File: src/sv/mvm_pkg.sv
// Shared constants and the command type of the 8x6 matrix-vector multiplier.
`timescale 1ns / 1ps

package mvm_pkg;

   localparam int COEF_WIDTH   = 16;
   localparam int DATA_WIDTH   = 16;
   localparam int RESULT_WIDTH = 32;
   localparam int NUM_ROWS     = 8;
   localparam int NUM_COLS     = 6;
   localparam int ROW_W        = 3;
   localparam int COL_W        = 3;
   localparam int QUEUE_DEPTH  = 2;

   localparam logic [ROW_W-1:0] LAST_ROW = ROW_W'(NUM_ROWS - 1);

   // Request kinds carried in the req_type field.
   localparam logic REQ_COMPUTE = 1'b0;
   localparam logic REQ_LOAD    = 1'b1;

   typedef struct packed {
      logic                                 is_load;
      logic [ROW_W-1:0]                     row;
      logic [COL_W-1:0]                     col;
      logic [COEF_WIDTH-1:0]                coef;
      logic [NUM_COLS-1:0][DATA_WIDTH-1:0]  vec;
   } cmd_type;

endpackage

File: src/sv/mvm_queue.sv
// Short command queue between the front end and the compute back end.
`timescale 1ns / 1ps

module mvm_queue import mvm_pkg::*; (
   input  logic     clock,
   input  logic     reset,
   input  logic     in_valid,
   output logic     in_ready,
   input  cmd_type  in_cmd,
   output logic     out_valid,
   input  logic     out_ready,
   output cmd_type  out_cmd
);

   localparam int PTR_W = $clog2(QUEUE_DEPTH);
   localparam int CNT_W = $clog2(QUEUE_DEPTH + 1);

   cmd_type            entries_ff [QUEUE_DEPTH];
   logic [PTR_W-1:0]   wr_ptr_ff, wr_ptr_in;
   logic [PTR_W-1:0]   rd_ptr_ff, rd_ptr_in;
   logic [CNT_W-1:0]   count_ff, count_in;
   logic               push;
   logic               pop;

   assign in_ready  = (count_ff != CNT_W'(QUEUE_DEPTH));
   assign out_valid = (count_ff != '0);
   assign out_cmd   = entries_ff[rd_ptr_ff];
   assign push      = in_valid && in_ready;
   assign pop       = out_valid && out_ready;

   always_comb begin
      wr_ptr_in = wr_ptr_ff;
      rd_ptr_in = rd_ptr_ff;
      count_in  = count_ff;
      if (push) begin
         wr_ptr_in = (wr_ptr_ff == PTR_W'(QUEUE_DEPTH - 1)) ? '0 : wr_ptr_ff + 1'b1;
      end
      if (pop) begin
         rd_ptr_in = (rd_ptr_ff == PTR_W'(QUEUE_DEPTH - 1)) ? '0 : rd_ptr_ff + 1'b1;
      end
      if (push && !pop) begin
         count_in = count_ff + 1'b1;
      end else if (pop && !push) begin
         count_in = count_ff - 1'b1;
      end
   end

   always_ff @(posedge clock) begin
      if (reset) begin
         wr_ptr_ff <= '0;
         rd_ptr_ff <= '0;
         count_ff  <= '0;
      end else begin
         wr_ptr_ff <= wr_ptr_in;
         rd_ptr_ff <= rd_ptr_in;
         count_ff  <= count_in;
      end
   end

   always_ff @(posedge clock) begin
      if (push) begin
         entries_ff[wr_ptr_ff] <= in_cmd;
      end
   end

endmodule

File: config.mk
export PLATFORM = sky130hd
export DESIGN_NAME = mvm_queue
export DESIGN_NICKNAME = d
export VERILOG_FILES = /design/src/sv/mvm_pkg.sv /design/src/sv/mvm_queue.sv
export SDC_FILE = /design/constraint.sdc
export NUM_CORES = 1
export LEC_CHECK = 0
export CAP_MARGIN = 20
export CORE_MARGIN = 2
export CORE_UTILIZATION = 41
export DETAILED_ROUTE_END_ITERATION = 12
export DONT_BUFFER_PORTS = 1
export GPL_TIMING_DRIVEN = 0
export REMOVE_ABC_BUFFERS = 1
export SLEW_MARGIN = 20
export SYNTH_ARGS = -nofsm -noshare
export SYNTH_HDL_FRONTEND = slang
export SYNTH_SLANG_ARGS = --single-unit
File: constraint.sdc
create_clock -name clock -period 12.2 [get_ports clock]
set_input_delay 2.44 -clock clock [delete_from_list [all_inputs] [get_ports clock]]
set_output_delay 2.44 -clock clock [all_outputs]
set_load 0.01 [all_outputs]
==> flow_summary.toml <==
[status]
status = "complete, no violations"

[final_layout]
areaGrowthSynthToFinish_pct = 12.7
drive_gt1_frac = 0.371
mostFrequentLayoutCell = "edfxtp_1"
final_cells = 706
layout_common_cells = "238 x edfxtp_1, 119 x mux2_2, 25 x clkbuf_16"
nets = 537
antenna_cells = 0

[worst_setup_path]
criticalPathCategory = "flop to output port"
cp-end-kind = "output port"
rr_startpoint = "count_ff[0]"
r2r_cells = 4
crit_required_ns = 9.76
cp-start-kind = "flop"
cp_data_arrival_time_ns = 1.97
ff2ff_setup_slack_ns = 10.06
critPathMaxFanout = 56
r2r-end = "entries_ff[0][101]"

[sta]
tns_ns = 0
finalSetupViolCount = 0
finClkSkew_ns = 0.0173
whs_ns = 0.519
relSlewSlack = 0.634
rsz0062_at_grt = "no"
fin_crit_sh = 0.362
fmax_ghz = 0.227
worst_pin_slew_ns = 0.549
slew_violations = 0
post-route-min-period_ns = 4.41
fin_ws_ns = 7.79
hold_viol = 0

[yosys]
syn-instance-count = 394
syn_area_per_cell_um2 = 22.4
ys_ff_latch = 243
yosysWarnings = 0
synth_cell_type_count = 18
netlist_area_mm2 = 0.00884
yosysSeqAreaShare = 0.819

[global_routing]
grt_first_pass_wirelength_um = 21600
grt_pass1_vias = 3744
grt-ovfl-total = 0
grt_usage = 0.124
grt_max_degree = 67
antenna_found_initial = 1

[power]
p_total_uw = 2190
power.leakage_uw = 0.00318
p_per_area_mw_per_mm2 = 220
vdd_drop_max_uv = 199

[clocking]
numCtsBuffers = 25
clk_latency_ns = 0.51
htreeDepth = 1
cts_setup_buffers = 0
cts-root-buf = "clkbuf_16"
cts_tree = "built"
cts_sinks = 243
path_clk_slew_ns = 0.06
cts.path.max_buffers = 3
cts_hold_buf = 0
post_cts_resized = 0

[placed_design]
io_buffers = 0
place_ws_ns = 8.27
placedCellCount = 661
place_hpwl_um = 9620
routabilityCongestion = 0.701

[drt]
finalWirelength_um = 14800
drt_first_iter_violations = 182
dr_total_vias = 3597
viasPerCell = 5.09
drc = 0
ant_nets = 0
drt_pass1_iterations = 4
post_drt_wl_per_cell_um = 21.0

[floorplan]
die_x_um = 151
io-pin-count = 244
initial_core_util = 0.419
chipHeight_um = 151
std_cell_rows = 53
dieArea_mm2 = 0.0228
core_area_mm2 = 0.0211

[min_path]
hp-class = "flop to flop"
hp-start = "rd_ptr_ff"
min_path_cells = 2

[run]
drv_cap = 0
[worst max-delay path by stage]
stage / end / slack [ns] / depth (start not counted)
floorplan: out_cmd[0] / 6.33 / 1
global placement: out_cmd[22] / 4.89 / 1
detailed placement: out_cmd[22] / 8.27 / 2
CTS: out_cmd[22] / 7.71 / 2
global route: out_cmd[104] / 7.66 / 2
finish: out_cmd[22] / 7.79 / 2
[critical path, cell delays in order, from the launching register on]
cell and delay (ns):
dfxtp_4 0.66, buf_16 0.31, mux2_2 0.43
[Yosys cell counts]
library cell | instances | share of area
edfxtp_1 | 238 | 0.81
mux2_2 | 119 | 0.15
buf_6 | 10 | 0.013
dfxtp_1 | 5 | 0.011
buf_4 | 3 | 0.0025
nor2_1 | 3 | 0.0013
xor2_1 | 3 | 0.0030
a21oi_1 | 2 | 0.0011
o21ai_0 | 2 | 0.0011
a21bo_2 | 1 | 0.0011
and2_1 | 1 | 0.00071
and3_1 | 1 | 0.00071
ha_1 | 1 | 0.0014
inv_1 | 1 | 0.00042
nand2b_1 | 1 | 0.00071
nand3b_1 | 1 | 0.00085
or2_2 | 1 | 0.00071
or3_1 | 1 | 0.00071
[registers in the layout, indices dropped and copies added (netlist names), named ones only]
register / count
entries_ff: 238
wr_ptr_ff: 1
rd_ptr_ff: 1
count_ff: 2
[stage by stage]
| stage | util | cell area [µm²] |
|---|---|---|
| final | 0.473 | 9960 |
| after detailed placement | 0.436 | 9200 |
| after CTS | 0.473 | 9960 |
| after global placement | 0.429 | 9050 |
| after global routing | 0.473 | 9960 |
| after floorplan | - | 8710 |
[cells by family (layout without fill, tap and decap cells)]
logic type / Yosys count / in the layout / synth area share
and+or+nand+nor: 9 / 9 / 0.00566
buffers and inverters: 14 / 51 / 0.0157
AOI/OAI and AO/OA: 5 / 5 / 0.00340
xor gates and xnor gates: 3 / 3 / 0.00297
muxes: 119 / 119 / 0.152
DFF: 243 / 243 / 0.819
adders and majority gates: 1 / 1 / 0.00141
[layout make-up]
cell class / instances / area, µm²
Clock buffer: 31 / 648
Clock inverter: 14 / 119
Fill cell: 1750 / 11100
Inverter: 1 / 8.76
Multi-Input combinational cell: 137 / 1460
Sequential cell: 243 / 7250
Tap cell: 275 / 344
Timing Repair Buffer: 5 / 130
[routing by layer]
metal | GRT usage | part of all wire | up-vias | wire, µm
met3 | 0.0702 | 0.14 | 27 | 2090
li1 | - | - | 1602 | -
met5 | 0 | 0 | - | 0
met2 | 0.211 | 0.50 | 172 | 7360
met1 | 0.130 | 0.34 | 1796 | 5030
met4 | 0.0421 | 0.024 | 0 | 351
[report_power, final]
group,switching (µW),total [µW],internal (µW)
combinational,236,401,165
clock,290,708,417
sequential,39.1,1080,1040
Power figures use the tool's default switching activity.
